**src/dlr_pkg.sv**
```systemverilog
// Shared constants, codes and transaction types for the DDA line rasterizer.
// No dependencies; every other source file imports this package.
package dlr_pkg;

   localparam int FRAC_BITS  = 16;
   localparam int COORD_BITS = 32;
   localparam int CNT_W      = 22;
   localparam int DVD_W      = CNT_W + FRAC_BITS;
   localparam int POS_W      = COORD_BITS + FRAC_BITS + 1;
   localparam int STEP_W     = DVD_W + 1;
   localparam int OFS_W      = FRAC_BITS + 2;
   localparam int CRD_W      = COORD_BITS + 2;
   localparam int DIV_CNT_W  = $clog2(DVD_W + 1);

   localparam int LIMIT_ORTHO = 500000;
   localparam int LIMIT_PERSP = 50000;

   localparam logic [15:0] RST_CANVAS_WIDTH  = 16'd1920;
   localparam logic [15:0] RST_CANVAS_HEIGHT = 16'd1080;
   localparam logic [7:0]  RST_THICKNESS     = 8'd1;

   localparam int CSR_IDX_W  = 3;
   localparam int CSR_DATA_W = 16;

   localparam logic [CSR_IDX_W-1:0] CSR_CANVAS_WIDTH  = 3'd0;
   localparam logic [CSR_IDX_W-1:0] CSR_CANVAS_HEIGHT = 3'd1;
   localparam logic [CSR_IDX_W-1:0] CSR_ORTHO_MODE    = 3'd2;
   localparam logic [CSR_IDX_W-1:0] CSR_AA_MODE       = 3'd3;
   localparam logic [CSR_IDX_W-1:0] CSR_THICKNESS     = 3'd4;

   // Order of the quotients computed at line setup
   localparam logic [2:0] DIV_X      = 3'd0;
   localparam logic [2:0] DIV_Y      = 3'd1;
   localparam logic [2:0] DIV_DEPTH  = 3'd2;
   localparam logic [2:0] DIV_COLOR0 = 3'd3;
   localparam logic [2:0] DIV_LAST   = 3'd6;

   typedef struct packed {
      logic        func;
      logic [31:0] start_x;
      logic [31:0] start_y;
      logic [31:0] end_x;
      logic [31:0] end_y;
      logic [31:0] start_color;
      logic [31:0] end_color;
      logic [31:0] start_depth;
      logic [31:0] end_depth;
      logic        start_shown;
      logic        end_shown;
   } req_item_type;

   typedef struct packed {
      logic [31:0] pixel_x;
      logic [31:0] pixel_y;
      logic [31:0] pixel_color;
      logic [31:0] pixel_depth;
      logic [7:0]  pixel_thickness;
      logic        blend_pixel;
      logic        line_done;
   } rsp_item_type;

   typedef struct packed {
      logic                  valid;
      logic [CSR_IDX_W-1:0]  index;
      logic [CSR_DATA_W-1:0] data;
   } csr_write_type;

   typedef struct packed {
      logic       capture;
      logic       init;
      logic       div_start;
      logic       div_capture;
      logic [2:0] div_idx;
      logic       step;
      logic       emit_zero;
      logic       emit_first;
      logic       emit_second;
   } dlr_cmd_type;

   typedef struct packed {
      logic drop;
      logic zero_len;
      logic div_done;
      logic out_free;
      logic last_step;
      logic second_needed;
      logic aa;
   } dlr_status_type;

endpackage

```
**src/dlr_if.sv**
```systemverilog
// Channel interfaces of the line rasterizer: request, response and CSR write.
// Depends on dlr_pkg for the CSR widths.
interface dlr_req_if;
   logic               valid;
   logic               ready;
   logic               func;
   logic signed [31:0] start_x;
   logic signed [31:0] start_y;
   logic signed [31:0] end_x;
   logic signed [31:0] end_y;
   logic        [31:0] start_color;
   logic        [31:0] end_color;
   logic signed [31:0] start_depth;
   logic signed [31:0] end_depth;
   logic               start_shown;
   logic               end_shown;

   modport source (output valid, func, start_x, start_y, end_x, end_y, start_color,
                   end_color, start_depth, end_depth, start_shown, end_shown,
                   input ready);
   modport sink (input valid, func, start_x, start_y, end_x, end_y, start_color,
                 end_color, start_depth, end_depth, start_shown, end_shown,
                 output ready);
endinterface

interface dlr_rsp_if;
   logic               valid;
   logic               ready;
   logic signed [31:0] pixel_x;
   logic signed [31:0] pixel_y;
   logic        [31:0] pixel_color;
   logic signed [31:0] pixel_depth;
   logic        [7:0]  pixel_thickness;
   logic               blend_pixel;
   logic               line_done;

   modport source (output valid, pixel_x, pixel_y, pixel_color, pixel_depth,
                   pixel_thickness, blend_pixel, line_done, input ready);
   modport sink (input valid, pixel_x, pixel_y, pixel_color, pixel_depth,
                 pixel_thickness, blend_pixel, line_done, output ready);
endinterface

interface dlr_csr_if import dlr_pkg::*; ();
   logic                  valid;
   logic                  ready;
   logic [CSR_IDX_W-1:0]  index;
   logic [CSR_DATA_W-1:0] data;

   modport source (output valid, index, data, input ready);
   modport sink (input valid, index, data, output ready);
endinterface

```
**src/dlr_divider.sv**
```systemverilog
// Radix-2 restoring divider, one quotient bit per cycle, shared by line setup.
// Depends on dlr_pkg for operand widths.
module dlr_divider import dlr_pkg::*; (
   input  logic             clock,
   input  logic             reset,
   input  logic             start,
   input  logic [DVD_W-1:0] dividend,
   input  logic [CNT_W-1:0] divisor,
   output logic             done,
   output logic [DVD_W-1:0] quotient,
   output logic [CNT_W-1:0] remainder
);

   logic [DVD_W-1:0]     quo_ff, quo_in;
   logic [CNT_W-1:0]     rem_ff, rem_in;
   logic [CNT_W-1:0]     div_ff, div_in;
   logic [DIV_CNT_W-1:0] cnt_ff, cnt_in;
   logic                 busy_ff, busy_in;
   logic                 done_ff, done_in;
   logic [CNT_W:0]       shifted;
   logic                 ge;

   assign shifted = {rem_ff, quo_ff[DVD_W-1]};
   assign ge      = shifted >= {1'b0, div_ff};

   always_comb begin
      quo_in  = quo_ff;
      rem_in  = rem_ff;
      div_in  = div_ff;
      cnt_in  = cnt_ff;
      busy_in = busy_ff;
      done_in = 1'b0;
      if (start) begin
         quo_in  = dividend;
         rem_in  = '0;
         div_in  = divisor;
         cnt_in  = DIV_CNT_W'(DVD_W);
         busy_in = 1'b1;
      end else if (busy_ff) begin
         quo_in = {quo_ff[DVD_W-2:0], ge};
         rem_in = ge ? CNT_W'(shifted - {1'b0, div_ff}) : shifted[CNT_W-1:0];
         cnt_in = cnt_ff - 1'b1;
         if (cnt_ff == DIV_CNT_W'(1)) begin
            busy_in = 1'b0;
            done_in = 1'b1;
         end
      end
   end

   always_ff @(posedge clock) begin
      quo_ff <= quo_in;
      rem_ff <= rem_in;
      div_ff <= div_in;
      cnt_ff <= cnt_in;
      if (reset) begin
         busy_ff <= 1'b0;
         done_ff <= 1'b0;
      end else begin
         busy_ff <= busy_in;
         done_ff <= done_in;
      end
   end

   assign done      = done_ff;
   assign quotient  = quo_ff;
   assign remainder = rem_ff;

endmodule

```
**src/dlr_datapath.sv**
```systemverilog
// Datapath: CSRs, line test and setup, DDA accumulators, pixel output register.
// Depends on dlr_pkg and instantiates dlr_divider.
module dlr_datapath import dlr_pkg::*; (
   input  logic           clock,
   input  logic           reset,
   input  req_item_type   req_item,
   input  csr_write_type  csr_wr,
   input  dlr_cmd_type    cmd,
   output dlr_status_type status,
   output logic           rsp_valid,
   output rsp_item_type   rsp_item,
   input  logic           rsp_ready
);

   localparam logic [FRAC_BITS-1:0] HALF = FRAC_BITS'(1) << (FRAC_BITS - 1);

   // CSRs
   logic [15:0] width_ff, height_ff;
   logic        ortho_ff, aa_ff;
   logic [7:0]  thick_ff;

   always_ff @(posedge clock) begin
      if (reset) begin
         width_ff  <= RST_CANVAS_WIDTH;
         height_ff <= RST_CANVAS_HEIGHT;
         ortho_ff  <= 1'b0;
         aa_ff     <= 1'b0;
         thick_ff  <= RST_THICKNESS;
      end else if (csr_wr.valid) begin
         case (csr_wr.index)
            CSR_CANVAS_WIDTH:  width_ff  <= csr_wr.data;
            CSR_CANVAS_HEIGHT: height_ff <= csr_wr.data;
            CSR_ORTHO_MODE:    ortho_ff  <= csr_wr.data[0];
            CSR_AA_MODE:       aa_ff     <= csr_wr.data[0];
            CSR_THICKNESS:     thick_ff  <= csr_wr.data[7:0];
            default: ;
         endcase
      end
   end

   // Captured load transaction
   logic signed [CRD_W-1:0] sx_ff, sy_ff, ex_ff, ey_ff;
   logic [31:0]             c0_ff, c1_ff, d0_ff, d1_ff;
   logic                    shown_ff;

   always_ff @(posedge clock) begin
      if (cmd.capture) begin
         sx_ff    <= CRD_W'($signed(req_item.start_x[COORD_BITS-1:0]));
         sy_ff    <= CRD_W'($signed(req_item.start_y[COORD_BITS-1:0]));
         ex_ff    <= CRD_W'($signed(req_item.end_x[COORD_BITS-1:0]));
         ey_ff    <= CRD_W'($signed(req_item.end_y[COORD_BITS-1:0]));
         c0_ff    <= req_item.start_color;
         c1_ff    <= req_item.end_color;
         d0_ff    <= req_item.start_depth;
         d1_ff    <= req_item.end_depth;
         shown_ff <= req_item.start_shown & req_item.end_shown;
      end
   end

   // Visibility test and step count
   logic signed [CRD_W-1:0] w_s, h_s, lim_s, nlim_s, wl_s, hl_s;
   logic signed [CRD_W-1:0] dx, dy, adx, ady, t_full;
   logic                    drop;

   always_comb begin
      w_s    = $signed(CRD_W'(width_ff));
      h_s    = $signed(CRD_W'(height_ff));
      lim_s  = ortho_ff ? $signed(CRD_W'(LIMIT_ORTHO)) : $signed(CRD_W'(LIMIT_PERSP));
      nlim_s = -lim_s;
      wl_s   = w_s + lim_s;
      hl_s   = h_s + lim_s;
      drop = (sx_ff > w_s && ex_ff > w_s) || (sx_ff < 0 && ex_ff < 0) ||
             (sy_ff > h_s && ey_ff > h_s) || (sy_ff < 0 && ey_ff < 0) ||
             sx_ff > wl_s || sy_ff > hl_s || sx_ff < nlim_s || sy_ff < nlim_s ||
             ex_ff > wl_s || ey_ff > hl_s || ex_ff < nlim_s || ey_ff < nlim_s ||
             !shown_ff || (c0_ff[7:0] == 8'd0 && c1_ff[7:0] == 8'd0);
      dx     = ex_ff - sx_ff;
      dy     = ey_ff - sy_ff;
      adx    = dx < 0 ? -dx : dx;
      ady    = dy < 0 ? -dy : dy;
      t_full = adx > ady ? adx : ady;
   end

   // Per-line setup registers
   logic [CNT_W-1:0] total_ff, count_ff, adx_ff, ady_ff;
   logic             sgnx_ff, sgny_ff, dsgn_ff;
   logic [32:0]      dmag_ff;
   logic [7:0]       cmag_ff [4];
   logic             csgn_ff [4];
   logic [8:0]       cdif    [4];
   logic [32:0]      ddif;

   always_comb begin
      for (int k = 0; k < 4; k++) begin
         cdif[k] = {1'b0, c1_ff[8*k +: 8]} - {1'b0, c0_ff[8*k +: 8]};
      end
      ddif = {d1_ff[31], d1_ff} - {d0_ff[31], d0_ff};
   end

   // Divider
   logic [DVD_W-1:0] dvd;
   logic [1:0]       col_sel;
   logic             div_done;
   logic [DVD_W-1:0] div_q;
   logic [CNT_W-1:0] div_r;

   assign col_sel = 2'(cmd.div_idx - DIV_COLOR0);

   always_comb begin
      case (cmd.div_idx)
         DIV_X:     dvd = {adx_ff, {FRAC_BITS{1'b0}}};
         DIV_Y:     dvd = {ady_ff, {FRAC_BITS{1'b0}}};
         DIV_DEPTH: dvd = DVD_W'(dmag_ff);
         default:   dvd = DVD_W'(cmag_ff[col_sel]);
      endcase
   end

   dlr_divider u_div (
      .clock     (clock),
      .reset     (reset),
      .start     (cmd.div_start),
      .dividend  (dvd),
      .divisor   (total_ff),
      .done      (div_done),
      .quotient  (div_q),
      .remainder (div_r)
   );

   // DDA state
   logic signed [STEP_W-1:0] stepx_ff, stepy_ff, stepq;
   logic signed [POS_W-1:0]  px_ff, py_ff;
   logic [31:0]              dq_ff, dacc_ff;
   logic [CNT_W-1:0]         dr_ff, dracc_ff;
   logic [7:0]               cq_ff [4];
   logic [CNT_W-1:0]         cr_ff [4];
   logic [7:0]               cacc_ff [4];
   logic [CNT_W-1:0]         cracc_ff [4];
   logic                     last_step;

   assign stepq     = $signed({1'b0, div_q});
   assign last_step = count_ff >= total_ff;

   // Remainder carry for the faded channels
   logic [CNT_W:0]   d_rsum;
   logic             d_wrap;
   logic [CNT_W:0]   c_rsum [4];
   logic             c_wrap [4];

   always_comb begin
      d_rsum = {1'b0, dracc_ff} + {1'b0, dr_ff};
      d_wrap = d_rsum >= {1'b0, total_ff};
      for (int k = 0; k < 4; k++) begin
         c_rsum[k] = {1'b0, cracc_ff[k]} + {1'b0, cr_ff[k]};
         c_wrap[k] = c_rsum[k] >= {1'b0, total_ff};
      end
   end

   always_ff @(posedge clock) begin
      if (cmd.init) begin
         total_ff <= t_full[CNT_W-1:0];
         count_ff <= '0;
         adx_ff   <= adx[CNT_W-1:0];
         ady_ff   <= ady[CNT_W-1:0];
         sgnx_ff  <= dx[CRD_W-1];
         sgny_ff  <= dy[CRD_W-1];
         dsgn_ff  <= ddif[32];
         dmag_ff  <= ddif[32] ? -ddif : ddif;
         px_ff    <= POS_W'(sx_ff) <<< FRAC_BITS;
         py_ff    <= POS_W'(sy_ff) <<< FRAC_BITS;
         dacc_ff  <= '0;
         dracc_ff <= '0;
         for (int k = 0; k < 4; k++) begin
            csgn_ff[k]  <= cdif[k][8];
            cmag_ff[k]  <= cdif[k][8] ? 8'(-cdif[k]) : cdif[k][7:0];
            cacc_ff[k]  <= '0;
            cracc_ff[k] <= '0;
         end
      end else if (cmd.step) begin
         count_ff <= count_ff + 1'b1;
         px_ff    <= px_ff + POS_W'(stepx_ff);
         py_ff    <= py_ff + POS_W'(stepy_ff);
         dacc_ff  <= dacc_ff + dq_ff + 32'(d_wrap);
         dracc_ff <= d_wrap ? CNT_W'(d_rsum - {1'b0, total_ff}) : d_rsum[CNT_W-1:0];
         for (int k = 0; k < 4; k++) begin
            cacc_ff[k]  <= cacc_ff[k] + cq_ff[k] + 8'(c_wrap[k]);
            cracc_ff[k] <= c_wrap[k] ? CNT_W'(c_rsum[k] - {1'b0, total_ff})
                                     : c_rsum[k][CNT_W-1:0];
         end
      end
      if (cmd.div_capture) begin
         case (cmd.div_idx)
            DIV_X:     stepx_ff <= sgnx_ff ? -stepq : stepq;
            DIV_Y:     stepy_ff <= sgny_ff ? -stepq : stepq;
            DIV_DEPTH: begin
               dq_ff <= div_q[31:0];
               dr_ff <= div_r;
            end
            default: begin
               cq_ff[col_sel] <= div_q[7:0];
               cr_ff[col_sel] <= div_r;
            end
         endcase
      end
   end

   // Rounding, half away from zero, and signed sub-pixel offset
   logic              negx, negy;
   logic [POS_W-1:0]  mx, my, rmx, rmy;
   logic signed [OFS_W-1:0] omx, omy;
   logic [31:0]       colr, dep;

   always_comb begin
      negx = px_ff[POS_W-1];
      negy = py_ff[POS_W-1];
      mx   = negx ? POS_W'(-px_ff) : POS_W'(px_ff);
      my   = negy ? POS_W'(-py_ff) : POS_W'(py_ff);
      rmx  = (mx + POS_W'(HALF)) >> FRAC_BITS;
      rmy  = (my + POS_W'(HALF)) >> FRAC_BITS;
      omx  = mx[FRAC_BITS-1:0] < HALF ? $signed(OFS_W'(mx[FRAC_BITS-1:0]))
                                       : $signed(OFS_W'(mx[FRAC_BITS-1:0])) -
                                         $signed(OFS_W'(1) << FRAC_BITS);
      omy  = my[FRAC_BITS-1:0] < HALF ? $signed(OFS_W'(my[FRAC_BITS-1:0]))
                                       : $signed(OFS_W'(my[FRAC_BITS-1:0])) -
                                         $signed(OFS_W'(1) << FRAC_BITS);
      for (int k = 0; k < 4; k++) begin
         colr[8*k +: 8] = csgn_ff[k] ? c0_ff[8*k +: 8] - cacc_ff[k]
                                     : c0_ff[8*k +: 8] + cacc_ff[k];
      end
      dep = dsgn_ff ? d0_ff - dacc_ff : d0_ff + dacc_ff;
   end

   // Pixel stage
   logic [31:0]             pix_x_ff, pix_y_ff, pcol_ff, pdep_ff;
   logic signed [OFS_W-1:0] ox_ff, oy_ff;
   logic                    pdone_ff;
   logic [7:0]              a2_ff;

   always_ff @(posedge clock) begin
      if (cmd.step) begin
         pix_x_ff <= negx ? 32'(-rmx) : rmx[31:0];
         pix_y_ff <= negy ? 32'(-rmy) : rmy[31:0];
         ox_ff    <= negx ? -omx : omx;
         oy_ff    <= negy ? -omy : omy;
         pcol_ff  <= colr;
         pdep_ff  <= dep;
         pdone_ff <= last_step;
      end
   end

   // Alpha split for the anti-aliased pair
   logic signed [OFS_W:0]       fac_s;
   logic [FRAC_BITS:0]          fac_u;
   logic [FRAC_BITS+8:0]        prod;
   logic [7:0]                  a1;
   logic [31:0]                 x2, y2;

   always_comb begin
      fac_s = $signed((OFS_W + 1)'(1) << FRAC_BITS) -
              (ox_ff < 0 ? -(OFS_W + 1)'(ox_ff) : (OFS_W + 1)'(ox_ff)) -
              (oy_ff < 0 ? -(OFS_W + 1)'(oy_ff) : (OFS_W + 1)'(oy_ff));
      fac_u = fac_s < 0 ? '0 : fac_s[FRAC_BITS:0];
      prod  = pcol_ff[7:0] * fac_u;
      a1    = prod[FRAC_BITS +: 8];
      x2    = pix_x_ff;
      y2    = pix_y_ff;
      if (ox_ff != 0) begin
         x2 = ox_ff > 0 ? pix_x_ff + 32'd1 : pix_x_ff - 32'd1;
      end else begin
         y2 = oy_ff > 0 ? pix_y_ff + 32'd1 : pix_y_ff - 32'd1;
      end
   end

   // Output register
   logic         out_valid_ff, out_valid_in;
   rsp_item_type out_ff, out_in;
   logic         out_load;

   assign out_load = cmd.emit_zero | cmd.emit_first | cmd.emit_second;

   always_comb begin
      out_in = out_ff;
      if (cmd.emit_zero) begin
         out_in.pixel_x         = sx_ff[31:0];
         out_in.pixel_y         = sy_ff[31:0];
         out_in.pixel_color     = c0_ff;
         out_in.pixel_depth     = d0_ff;
         out_in.pixel_thickness = aa_ff ? 8'd1 : thick_ff;
         out_in.blend_pixel     = 1'b0;
         out_in.line_done       = 1'b1;
      end else if (cmd.emit_first) begin
         out_in.pixel_x         = pix_x_ff;
         out_in.pixel_y         = pix_y_ff;
         out_in.pixel_color     = aa_ff ? {pcol_ff[31:8], a1} : pcol_ff;
         out_in.pixel_depth     = pdep_ff;
         out_in.pixel_thickness = aa_ff ? 8'd1 : thick_ff;
         out_in.blend_pixel     = aa_ff;
         out_in.line_done       = pdone_ff;
      end else if (cmd.emit_second) begin
         out_in.pixel_x         = x2;
         out_in.pixel_y         = y2;
         out_in.pixel_color     = {pcol_ff[31:8], a2_ff};
         out_in.pixel_depth     = pdep_ff;
         out_in.pixel_thickness = 8'd1;
         out_in.blend_pixel     = 1'b1;
         out_in.line_done       = pdone_ff;
      end
      out_valid_in = out_load | (out_valid_ff & ~rsp_ready);
   end

   always_ff @(posedge clock) begin
      out_ff <= out_in;
      if (cmd.emit_first) begin
         a2_ff <= pcol_ff[7:0] - a1;
      end
      if (reset) begin
         out_valid_ff <= 1'b0;
      end else begin
         out_valid_ff <= out_valid_in;
      end
   end

   assign rsp_valid = out_valid_ff;
   assign rsp_item  = out_ff;

   assign status.drop          = drop;
   assign status.zero_len      = t_full == '0;
   assign status.div_done      = div_done;
   assign status.out_free      = ~out_valid_ff | rsp_ready;
   assign status.last_step     = last_step;
   assign status.second_needed = (ox_ff != 0) || (oy_ff != 0);
   assign status.aa            = aa_ff;

endmodule

```
**src/dlr_control.sv**
```systemverilog
// Controller: sequences line test, divider setup passes, stepping and output.
// Depends on dlr_pkg for the command and status structs.
module dlr_control import dlr_pkg::*; (
   input  logic           clock,
   input  logic           reset,
   input  logic           req_valid,
   input  logic           req_func,
   output logic           req_ready,
   input  dlr_status_type status,
   output dlr_cmd_type    cmd
);

   localparam logic [2:0] S_IDLE     = 3'd0;
   localparam logic [2:0] S_CHECK    = 3'd1;
   localparam logic [2:0] S_DIV_GO   = 3'd2;
   localparam logic [2:0] S_DIV_WAIT = 3'd3;
   localparam logic [2:0] S_ZERO     = 3'd4;
   localparam logic [2:0] S_STEP     = 3'd5;
   localparam logic [2:0] S_EMIT1    = 3'd6;
   localparam logic [2:0] S_EMIT2    = 3'd7;

   logic [2:0] state_ff, state_in;
   logic       active_ff, active_in;
   logic [2:0] idx_ff, idx_in;

   always_comb begin
      state_in  = state_ff;
      active_in = active_ff;
      idx_in    = idx_ff;
      cmd       = '0;
      cmd.div_idx = idx_ff;
      req_ready = 1'b0;
      case (state_ff)
         S_IDLE: begin
            req_ready = 1'b1;
            if (req_valid) begin
               if (!req_func) begin
                  cmd.capture = 1'b1;
                  state_in    = S_CHECK;
               end else if (active_ff) begin
                  state_in = S_STEP;
               end
            end
         end
         S_CHECK: begin
            // a load always abandons the previous line
            active_in = 1'b0;
            if (status.drop) begin
               state_in = S_IDLE;
            end else if (status.zero_len) begin
               state_in = S_ZERO;
            end else begin
               cmd.init = 1'b1;
               idx_in   = DIV_X;
               state_in = S_DIV_GO;
            end
         end
         S_DIV_GO: begin
            cmd.div_start = 1'b1;
            state_in      = S_DIV_WAIT;
         end
         S_DIV_WAIT: begin
            if (status.div_done) begin
               cmd.div_capture = 1'b1;
               if (idx_ff == DIV_LAST) begin
                  active_in = 1'b1;
                  state_in  = S_IDLE;
               end else begin
                  idx_in   = idx_ff + 3'd1;
                  state_in = S_DIV_GO;
               end
            end
         end
         S_ZERO: begin
            if (status.out_free) begin
               cmd.emit_zero = 1'b1;
               state_in      = S_IDLE;
            end
         end
         S_STEP: begin
            cmd.step = 1'b1;
            if (status.last_step) begin
               active_in = 1'b0;
            end
            state_in = S_EMIT1;
         end
         S_EMIT1: begin
            if (status.out_free) begin
               cmd.emit_first = 1'b1;
               state_in = (status.aa && status.second_needed) ? S_EMIT2 : S_IDLE;
            end
         end
         S_EMIT2: begin
            if (status.out_free) begin
               cmd.emit_second = 1'b1;
               state_in        = S_IDLE;
            end
         end
         default: state_in = S_IDLE;
      endcase
   end

   always_ff @(posedge clock) begin
      idx_ff <= idx_in;
      if (reset) begin
         state_ff  <= S_IDLE;
         active_ff <= 1'b0;
      end else begin
         state_ff  <= state_in;
         active_ff <= active_in;
      end
   end

endmodule

```
**src/dda_line_rasterizer.sv**
```systemverilog
// DDA line rasterizer top level. Load transaction: the line is tested first; a drawable
// line then takes 7 divider passes before stepping. Step transaction: S_STEP advances
// the DDA into the pixel stage, S_EMIT1 loads the first pixel and, when anti-aliased with
// a nonzero offset, S_EMIT2 the second; each emit waits for a free output register.
// Setup time is set by the shared one-bit-per-cycle divider. New requests wait for S_IDLE.
// Synchronous active-high reset: CSRs to defaults, no line active, output empty.
module dda_line_rasterizer import dlr_pkg::*; (
   input logic        clock,
   input logic        reset,
   dlr_req_if.sink    req_ch,
   dlr_rsp_if.source  rsp_ch,
   dlr_csr_if.sink    csr_ch
);

   req_item_type   req_item;
   rsp_item_type   rsp_item;
   csr_write_type  csr_wr;
   dlr_cmd_type    cmd;
   dlr_status_type status;
   logic           req_ready;
   logic           rsp_valid;

   // Pack the request transaction for the datapath
   assign req_item.func        = req_ch.func;
   assign req_item.start_x     = req_ch.start_x;
   assign req_item.start_y     = req_ch.start_y;
   assign req_item.end_x       = req_ch.end_x;
   assign req_item.end_y       = req_ch.end_y;
   assign req_item.start_color = req_ch.start_color;
   assign req_item.end_color   = req_ch.end_color;
   assign req_item.start_depth = req_ch.start_depth;
   assign req_item.end_depth   = req_ch.end_depth;
   assign req_item.start_shown = req_ch.start_shown;
   assign req_item.end_shown   = req_ch.end_shown;
   assign req_ch.ready         = req_ready;

   // CSR writes are always taken
   assign csr_ch.ready = 1'b1;
   assign csr_wr.valid = csr_ch.valid;
   assign csr_wr.index = csr_ch.index;
   assign csr_wr.data  = csr_ch.data;

   dlr_control u_ctrl (
      .clock     (clock),
      .reset     (reset),
      .req_valid (req_ch.valid),
      .req_func  (req_ch.func),
      .req_ready (req_ready),
      .status    (status),
      .cmd       (cmd)
   );

   dlr_datapath u_dp (
      .clock     (clock),
      .reset     (reset),
      .req_item  (req_item),
      .csr_wr    (csr_wr),
      .cmd       (cmd),
      .status    (status),
      .rsp_valid (rsp_valid),
      .rsp_item  (rsp_item),
      .rsp_ready (rsp_ch.ready)
   );

   // Drive the response channel from the output register
   assign rsp_ch.valid           = rsp_valid;
   assign rsp_ch.pixel_x         = rsp_item.pixel_x;
   assign rsp_ch.pixel_y         = rsp_item.pixel_y;
   assign rsp_ch.pixel_color     = rsp_item.pixel_color;
   assign rsp_ch.pixel_depth     = rsp_item.pixel_depth;
   assign rsp_ch.pixel_thickness = rsp_item.pixel_thickness;
   assign rsp_ch.blend_pixel     = rsp_item.blend_pixel;
   assign rsp_ch.line_done       = rsp_item.line_done;

endmodule

```
**src/flat_wrapper.sv**
```systemverilog
// flat-port wrapper written by rule: the top's interface ports become plain ports
module dda_line_rasterizer_flat import dlr_pkg::*;
  (clock, reset, req_ch_valid, req_ch_func, req_ch_start_x, req_ch_start_y, req_ch_end_x, req_ch_end_y, req_ch_start_color, req_ch_end_color, req_ch_start_depth, req_ch_end_depth, req_ch_start_shown, req_ch_end_shown, req_ch_ready, rsp_ch_valid, rsp_ch_pixel_x, rsp_ch_pixel_y, rsp_ch_pixel_color, rsp_ch_pixel_depth, rsp_ch_pixel_thickness, rsp_ch_blend_pixel, rsp_ch_line_done, rsp_ch_ready, csr_ch_valid, csr_ch_index, csr_ch_data, csr_ch_ready);
  dlr_req_if req_ch_i ();
  dlr_rsp_if rsp_ch_i ();
  dlr_csr_if csr_ch_i ();
  input logic clock;
  input logic reset;
  input wire logic [$bits(req_ch_i.valid)-1:0] req_ch_valid;
  input wire logic [$bits(req_ch_i.func)-1:0] req_ch_func;
  input wire logic [$bits(req_ch_i.start_x)-1:0] req_ch_start_x;
  input wire logic [$bits(req_ch_i.start_y)-1:0] req_ch_start_y;
  input wire logic [$bits(req_ch_i.end_x)-1:0] req_ch_end_x;
  input wire logic [$bits(req_ch_i.end_y)-1:0] req_ch_end_y;
  input wire logic [$bits(req_ch_i.start_color)-1:0] req_ch_start_color;
  input wire logic [$bits(req_ch_i.end_color)-1:0] req_ch_end_color;
  input wire logic [$bits(req_ch_i.start_depth)-1:0] req_ch_start_depth;
  input wire logic [$bits(req_ch_i.end_depth)-1:0] req_ch_end_depth;
  input wire logic [$bits(req_ch_i.start_shown)-1:0] req_ch_start_shown;
  input wire logic [$bits(req_ch_i.end_shown)-1:0] req_ch_end_shown;
  output wire logic [$bits(req_ch_i.ready)-1:0] req_ch_ready;
  output wire logic [$bits(rsp_ch_i.valid)-1:0] rsp_ch_valid;
  output wire logic [$bits(rsp_ch_i.pixel_x)-1:0] rsp_ch_pixel_x;
  output wire logic [$bits(rsp_ch_i.pixel_y)-1:0] rsp_ch_pixel_y;
  output wire logic [$bits(rsp_ch_i.pixel_color)-1:0] rsp_ch_pixel_color;
  output wire logic [$bits(rsp_ch_i.pixel_depth)-1:0] rsp_ch_pixel_depth;
  output wire logic [$bits(rsp_ch_i.pixel_thickness)-1:0] rsp_ch_pixel_thickness;
  output wire logic [$bits(rsp_ch_i.blend_pixel)-1:0] rsp_ch_blend_pixel;
  output wire logic [$bits(rsp_ch_i.line_done)-1:0] rsp_ch_line_done;
  input wire logic [$bits(rsp_ch_i.ready)-1:0] rsp_ch_ready;
  input wire logic [$bits(csr_ch_i.valid)-1:0] csr_ch_valid;
  input wire logic [$bits(csr_ch_i.index)-1:0] csr_ch_index;
  input wire logic [$bits(csr_ch_i.data)-1:0] csr_ch_data;
  output wire logic [$bits(csr_ch_i.ready)-1:0] csr_ch_ready;
  assign req_ch_i.valid = req_ch_valid;
  assign req_ch_i.func = req_ch_func;
  assign req_ch_i.start_x = req_ch_start_x;
  assign req_ch_i.start_y = req_ch_start_y;
  assign req_ch_i.end_x = req_ch_end_x;
  assign req_ch_i.end_y = req_ch_end_y;
  assign req_ch_i.start_color = req_ch_start_color;
  assign req_ch_i.end_color = req_ch_end_color;
  assign req_ch_i.start_depth = req_ch_start_depth;
  assign req_ch_i.end_depth = req_ch_end_depth;
  assign req_ch_i.start_shown = req_ch_start_shown;
  assign req_ch_i.end_shown = req_ch_end_shown;
  assign req_ch_ready = req_ch_i.ready;
  assign rsp_ch_valid = rsp_ch_i.valid;
  assign rsp_ch_pixel_x = rsp_ch_i.pixel_x;
  assign rsp_ch_pixel_y = rsp_ch_i.pixel_y;
  assign rsp_ch_pixel_color = rsp_ch_i.pixel_color;
  assign rsp_ch_pixel_depth = rsp_ch_i.pixel_depth;
  assign rsp_ch_pixel_thickness = rsp_ch_i.pixel_thickness;
  assign rsp_ch_blend_pixel = rsp_ch_i.blend_pixel;
  assign rsp_ch_line_done = rsp_ch_i.line_done;
  assign rsp_ch_i.ready = rsp_ch_ready;
  assign csr_ch_i.valid = csr_ch_valid;
  assign csr_ch_i.index = csr_ch_index;
  assign csr_ch_i.data = csr_ch_data;
  assign csr_ch_ready = csr_ch_i.ready;
  dda_line_rasterizer u_core (.clock(clock), .reset(reset), .req_ch(req_ch_i), .rsp_ch(rsp_ch_i), .csr_ch(csr_ch_i));
endmodule
```
**config.mk**
```make
export PLATFORM = sky130hd
export DESIGN_NAME = dda_line_rasterizer_flat
export DESIGN_NICKNAME = d
export VERILOG_FILES = /design/src/dlr_pkg.sv /design/src/dlr_if.sv /design/src/dlr_divider.sv /design/src/dlr_datapath.sv /design/src/dlr_control.sv /design/src/dda_line_rasterizer.sv /design/src/flat_wrapper.sv
export SDC_FILE = /design/constraint.sdc
export NUM_CORES = 2
export LEC_CHECK = 0
export BUFFER_PORTS_ARGS = -buffer_cell sky130_fd_sc_hd__buf_2
export CORE_MARGIN = 2
export CORE_UTILIZATION = 40
export DETAILED_ROUTE_END_ITERATION = 6
export GPL_TIMING_DRIVEN = 0
export SLEW_MARGIN = 30
export SYNTH_ARGS = -nofsm -noshare
export SYNTH_HDL_FRONTEND = slang
export SYNTH_SLANG_ARGS = --single-unit
export TNS_END_PERCENT = 20
```
**constraint.sdc**
```tcl
create_clock -name clock -period 15.1 [get_ports clock]
set_input_delay 1.51 -clock clock [delete_from_list [all_inputs] [get_ports clock]]
set_output_delay 1.51 -clock clock [all_outputs]
set_load 0.01 [all_outputs]
```
-- After elaboration in Yosys (flattened, before gate mapping)
Memory sizes are Yosys's and may differ from the RTL's.
Cells that the tools add are included.
W data, S select, Z words.
- register bits: 1116
- RAM bits: 276
- output and inout bits: 141
- word-level logic and storage cells: 369
- memories kept: 6
- $add $sub $neg: 74
- multipliers: 1
- $lt $le $gt $ge: 33
- equal/unequal tests: 25
- muxes and demuxes: 104
- bitwise logic cells: 17
- reductions and logical operators: 49
- memories (name ; depth ; bits a word ; read ports ; clocked after Yosys merged registers in ; wr ports ; RTL line ; source):
    u_core.u_dp.cr_ff ; 4 ; 22 ; 4 ; 0 ; 1 ; dlr_datapath.sv:135 ; logic [CNT_W-1:0] cr_ff [4];
    u_core.u_dp.cracc_ff ; 4 ; 22 ; 4 ; 0 ; 4 ; dlr_datapath.sv:137 ; logic [CNT_W-1:0] cracc_ff [4];
    u_core.u_dp.cacc_ff ; 4 ; 8 ; 4 ; 0 ; 4 ; dlr_datapath.sv:136 ; logic [7:0] cacc_ff [4];
    u_core.u_dp.cmag_ff ; 4 ; 8 ; 1 ; 0 ; 4 ; dlr_datapath.sv:88 ; logic [7:0] cmag_ff [4];
    u_core.u_dp.cq_ff ; 4 ; 8 ; 4 ; 0 ; 1 ; dlr_datapath.sv:134 ; logic [7:0] cq_ff [4];
    u_core.u_dp.csgn_ff ; 4 ; 1 ; 4 ; 0 ; 4 ; dlr_datapath.sv:89 ; logic csgn_ff [4];
- operator list (kind ; count):
    $mux W138 ; 3
    $mux W32 ; 8
    $mux W22 ; 10
    $mux W49 ; 4
    $mux W38 ; 4
    $ge A23 B22 Y1 ; 6
    $lt A32 B34 Y1 ; 4
    $sub A22 B22 Y22 ; 6
    $gt A32 B17 Y1 ; 4
    $gt A32 B21 Y1 ; 4
    $lt A32 B1 Y1 const B ; 4
    $add A22 B22 Y23 ; 5
    $pmux W38 S3 ; 1
    $mux W8 ; 14
    $mux W34 ; 3
    $sub A32 B32 Y33 ; 3
    $add A49 B39 Y49 ; 2
    $add A48 B16 Y48 const B ; 2
    $mux W48 ; 2
    $neg A48 Y48 ; 2
    $mux W18 ; 4
    $neg A33 Y34 ; 2
    $lt A33 B1 Y1 const B ; 2
    $add A32 B1 Y32 const B ; 2
    62 further kinds ; 202

-- Logic depth before layout (Yosys ltp)
- depth in word-level cells: 20
- depth in mapped cells: 44
- gate-level depth less buffers: 44

-- Cells and area by module
Synthesis repeated with hierarchy kept, for this count alone.
- cells, all modules: 10369
- area, all modules: 102089.2 um^2
- modules (own cells, without submodules) (module ; times used ; cells an instance ; area each (um^2) ; seq. area each (um^2)):
    dlr_datapath ; 1 ; 9890 ; 96800.3 ; 37355.8
    dlr_divider ; 1 ; 420 ; 4755.8 ; 2402.3
    dlr_control ; 1 ; 57 ; 521.8 ; 170.2
    dda_line_rasterizer ; 1 ; 2 ; 11.3 ; 0.0

-- Worst setup path after synthesis
No wires, ideal clock.
- path type: reg2reg
- start: register u_core.u_dp.ex_ff[0]
- end: memory u_core.u_dp.cacc_ff[0][0] (enable)
- arrival: 11.341 ns
- data required time: 14.560 ns
- path slack: 3.218 ns
- stages on the path, launching flop included: 33
- clock period less this slack: 11.882 ns
- cells stage by stage: edfxtp_1 inv_1 ha_1 inv_1 fa_1 a21o_1 a221o_1 a221oi_2 a21oi_1 xor2_1 a211oi_1 nand4b_1 nor3_1 nor2_1 xnor2_1 ha_1 a21o_1 a21o_1 a21oi_1 o211ai_1 a21oi_1 a221oi_1 o21ai_0 clkbuf_1 a311oi_1 o2bb2ai_1 o2111ai_1 nor3_1 a31o_2 buf_2 inv_2 nor2_2 inv_1
- RTL lines (element ; RTL line ; source):
    start: declaration ; dlr_datapath.sv:42 ; logic signed [CRD_W-1:0] sx_ff, sy_ff, ex_ff, ey_ff;
    start signal: assignment ; dlr_datapath.sv:50 ; ex_ff <= CRD_W'($signed(req_item.end_x[COORD_BITS-1:0]));
    end: declaration ; dlr_datapath.sv:136 ;

-- Final worst setup path
- start: register u_core.u_dp.ox_ff[4]
- end: register u_core.u_dp.a2_ff[7] (data pin)
- cells in the longest elaborated chain, start to end: 8
- elaborated cells on any way between the ends: 9
- RTL lines (element ; RTL line ; source):
    start: declaration ; dlr_datapath.sv:234 ; logic signed [OFS_W-1:0] ox_ff, oy_ff;
    start signal: assignment ; dlr_datapath.sv:242 ; ox_ff <= negx ? -omx : omx;
    $neg A18 Y19 / $lt A18 B1 Y1 (equally long branches) ; dlr_datapath.sv:259 ; (ox_ff < 0 ? -(OFS_W + 1)'(ox_ff) : (OFS_W + 1)'(ox_ff)) -
    $mux W19 * ; dlr_datapath.sv:259 ;
    $sub A18 B19 Y19 * ; dlr_datapath.sv:258 ; fac_s = $signed((OFS_W + 1)'(1) << FRAC_BITS) -
    $sub A19 B19 Y19 * ; dlr_datapath.sv:259 ;
    $lt A19 B1 Y1 ; dlr_datapath.sv:261 ; fac_u = fac_s < 0 ? '0 : fac_s[FRAC_BITS:0];
    $mux W17 * ; dlr_datapath.sv:261 ;
    $mul A8 B17 Y24 * ; dlr_datapath.sv:262 ; prod = pcol_ff[7:0] * fac_u;
    $sub A8 B8 Y8 * ; dlr_datapath.sv:313 ; a2_ff <= pcol_ff[7:0] - a1;
    end signal: assignment ; dlr_datapath.sv:313 ;
    end: declaration ; dlr_datapath.sv:236 ; logic [7:0] a2_ff;
Every way passes the cells marked *; elsewhere a longest branch is shown, timed or not.
A chain may end at the register's enable or synchronous reset.

==> out/metrics.cfg <==
[cts]
cts_resized = 0
cts_tree = yes
clockBufferDepth = 3
clock_latency_ps = 880
cts_buffers = 162
cts_sinks = 1392
cts_max_level = 4
post_cts_buffers = 0
cts_root_buf = clkbuf_16
clk_pin_slew_ps = 60
hold_buffers = 0

[global_route]
grt_remaining_overflow = 0
antenna_found_initial = 21
grt_max_degree = 79
gr-usage-all-layers_pct = 26.82
grt_pass1_wl_mm = 521.1
grt_pass1_vias = 81826

[placed_design]
place_area_mm2 = 0.1092
dpl_worst_slack_ps = 2252
routabilityCongestion = 0.9866
dp_hpwl_mm = 277.3
io_buffers = 422

[floorplanning]
die_x_um = 508.3
pin_count = 424
start_util_pct = 40.14
core-area_mm2 = 0.2535
die_y_um = 508.3
num_rows = 185
die-area_mm2 = 0.2584

[timing]
layout_setup_ws_ps = 2027
finalHoldViolations = 0
tightestPinTransition_ps = 1090
drv_slew = 0
relSlewSlack_pct = 27.35
rsz0062_at_grt = no
fin_crit_ps = 13070
fin_tns_setup_ps = 0
fmax_mhz = 76.49
finalCritPeriodShare_pct = 86.57
whs_ps = 455.7
finClkSkew_ps = 78.63
setup_viol = 0

[setup_path]
crit-reg2reg-launch = u_core.u_dp.ox_ff[4]
cp_data_required_time_ps = 15700
critPathCaptureType = flip-flop
crit_slowest_cell = a311oi_1
crit_path_max_incr_delay_ps = 700
r2r-end = u_core.u_dp.a2_ff[7]
cp-endpoint = u_core.u_dp.a2_ff[7]
worst-setup-path-type = reg -> reg
r2r_slack_ps = 2030
worst-endpoint-arrival_ps = 13670
cp-start-kind = flip-flop
rr_worst_depth = 39
critPathLaunch = u_core.u_dp.ox_ff[4]
path_max_fanout = 10

[worst_hold_path]
hold_path.class = reg -> reg

[logic_synthesis]
yosysTopAreaCellShare_pct = 35.57
yosys.cell_types.count = 113
ys_ff_latch = 1392
synth_seq_area_share_pct = 39.25
synth_cells = 10423
yosys_warnings = 0
ys.flop_type = edfxtp_1
syn_area_mm2 = 0.1017
syn_area_per_cell_um2 = 9.761
synth_edf_count = 1205
async_reset_ff_share_pct = 0
yosys.area.top_type = edfxtp_1
synthTopCellsByArea = edfxtp_1 (36%), ha_1 (12%), xnor2_1 (6.5%), dfxtp_1 (3.7%), a21oi_1 (3.5%)

[pwr]
fin_total_pwr_mw = 18.84
leakagePower_nw = 46.11
power.density_mw_per_mm2 = 164.0
ir_worst_vdd_mv = 0.1428

[route]
routed_via_density = 5.765
postRouteAntennaNets = 0
wire_per_inst_um = 24.48
routed_wl_mm = 356.7
drc = 0
first_pass_iters = 6
vias = 84021
dr.first_iter.drc_count = 7514

[cells_and_area]
fin_area_mm2 = 0.1149
area_growth_syn_to_layout_pct = 12.95
layout-drive-gt1-share_pct = 8.239
fin_nets = 12450

[status]
status = finished clean

[run]
drv_cap = 0

## power breakdown
group / leakage, nW / internal (mW) / switching, mW
clock: 2.71 / 2.42 / 1.77
combinational: 30.9 / 3.37 / 5.55
sequential: 12.5 / 5.07 / 0.669
## per-stage QoR
step / util [%] / std cells
final: 45.34 / 14575
after global routing: 45.33 / 14570
after CTS: 45.32 / 14568
after detailed placement: 43.10 / 14267
after global placement: 42.63 / 14212
after floorplan: - / 10424
## synthesized netlist by cell type, types with 119 or more instances
master	number
edfxtp_1	1205
ha_1	972
nand2_1	834
xnor2_1	756
nor2_1	742
a21oi_1	721
inv_1	678
o21ai_0	532
xor2_1	371
a21o_1	350
clkbuf_1	275
nor3_1	227
dfxtp_1	187
nand3_1	187
o21bai_1	144
nand4_1	138
and2_1	136
fa_1	129
nand2b_1	119
## layout make-up
type,instances,area (µm²)
multi-input combinational,8024,58090
sequential,1392,39930
timing repair buffer,478,3168
inverter,682,2575
clock buffer,195,4292
clock inverter,106,1334
buffer,326,1292
antenna,6,15.01
fill,23780,138600
tap,3366,4212
## per-layer routing
metal | track usage, % | up-vias | wire [µm]
met2 | 42.89 | 2893 | 161200
met1 | 34.99 | 40971 | 151200
li1 | - | 39454 | -
met3 | 4.170 | 699 | 23730
met4 | 13.95 | 4 | 20550
met5 | 0 | - | 27
## sequential cells by signal, summed over array words and instances, names as in the netlist, 33 cells and up
name	flops
u_core.u_dp.u_div.quotient	38
u_core.u_dp.rsp_item	138
u_core.u_dp.px_ff	49
u_core.u_dp.stepy_ff	39
u_core.u_dp.cr_ff	88
u_core.u_dp.stepx_ff	39
u_core.u_dp.py_ff	49
u_core.u_dp.dmag_ff	33
u_core.u_dp.cracc_ff	88
## cells by family (layout without fill, tap and decap cells)
family / count (synthesis) / in the layout / share of synthesized area, %
simple gates: 2964 / 2964 / 14.25
flops: 1392 / 1392 / 39.25
xor+xnor: 1127 / 1127 / 9.702
buf+inv: 1008 / 1787 / 3.743
compound gates: 2688 / 2688 / 17.06
mux: 133 / 133 / 1.418
fa+ha+maj: 1109 / 1109 / 14.57
other cells: 2 / 9 / 0.007382
## worst max-delay path: cells and delay by family (launching register included)
kind	cells	cell delay (ps)
adder cells (fa/ha/maj)	12	4890
XOR/XNOR	4	1340
AND/OR/NAND/NOR	9	2710
AO/OA/AOI/OAI	10	2810
flip-flops	1	450
buffers and inverters	4	610
## layout by cell type (no fill, tap or decap), types with 116 or more instances in the layout
master	instances
o21ai_0	531
nor3_1	225
xnor2_1	756
fa_1	129
o22ai_1	116
buf_2	437
inv_1	674
nand2_1	834
nand2b_1	118
dfxtp_1	186
mux2i_1	116
nand3_1	187
a211oi_1	116
xor2_1	371
clkbuf_16	165
clkbuf_1	274
nor2_1	740
o21bai_1	144
a21o_1	350
and2_1	132
ha_1	972
edfxtp_1	1205
nand4_1	138
a21oi_1	721
## how the worst min path moves through the flow
stage | depth (start not counted) | startpoint | end
floorplan | 0 | u_core.u_dp.u_div.quotient[20] | u_core.u_dp.dq_ff[20]
global placement | 0 | u_core.u_dp.total_ff[10] | u_core.u_dp.u_div.div_ff[10]
detailed placement | 0 | u_core.u_dp.total_ff[11] | u_core.u_dp.u_div.div_ff[11]
CTS | 0 | u_core.u_dp.total_ff[11] | u_core.u_dp.u_div.div_ff[11]
global route | 0 | u_core.u_dp.total_ff[11] | u_core.u_dp.u_div.div_ff[11]
finish | 0 | u_core.u_dp.total_ff[11] | u_core.u_dp.u_div.div_ff[11]
No activity file was read; power rests on OpenSTA's default activity.
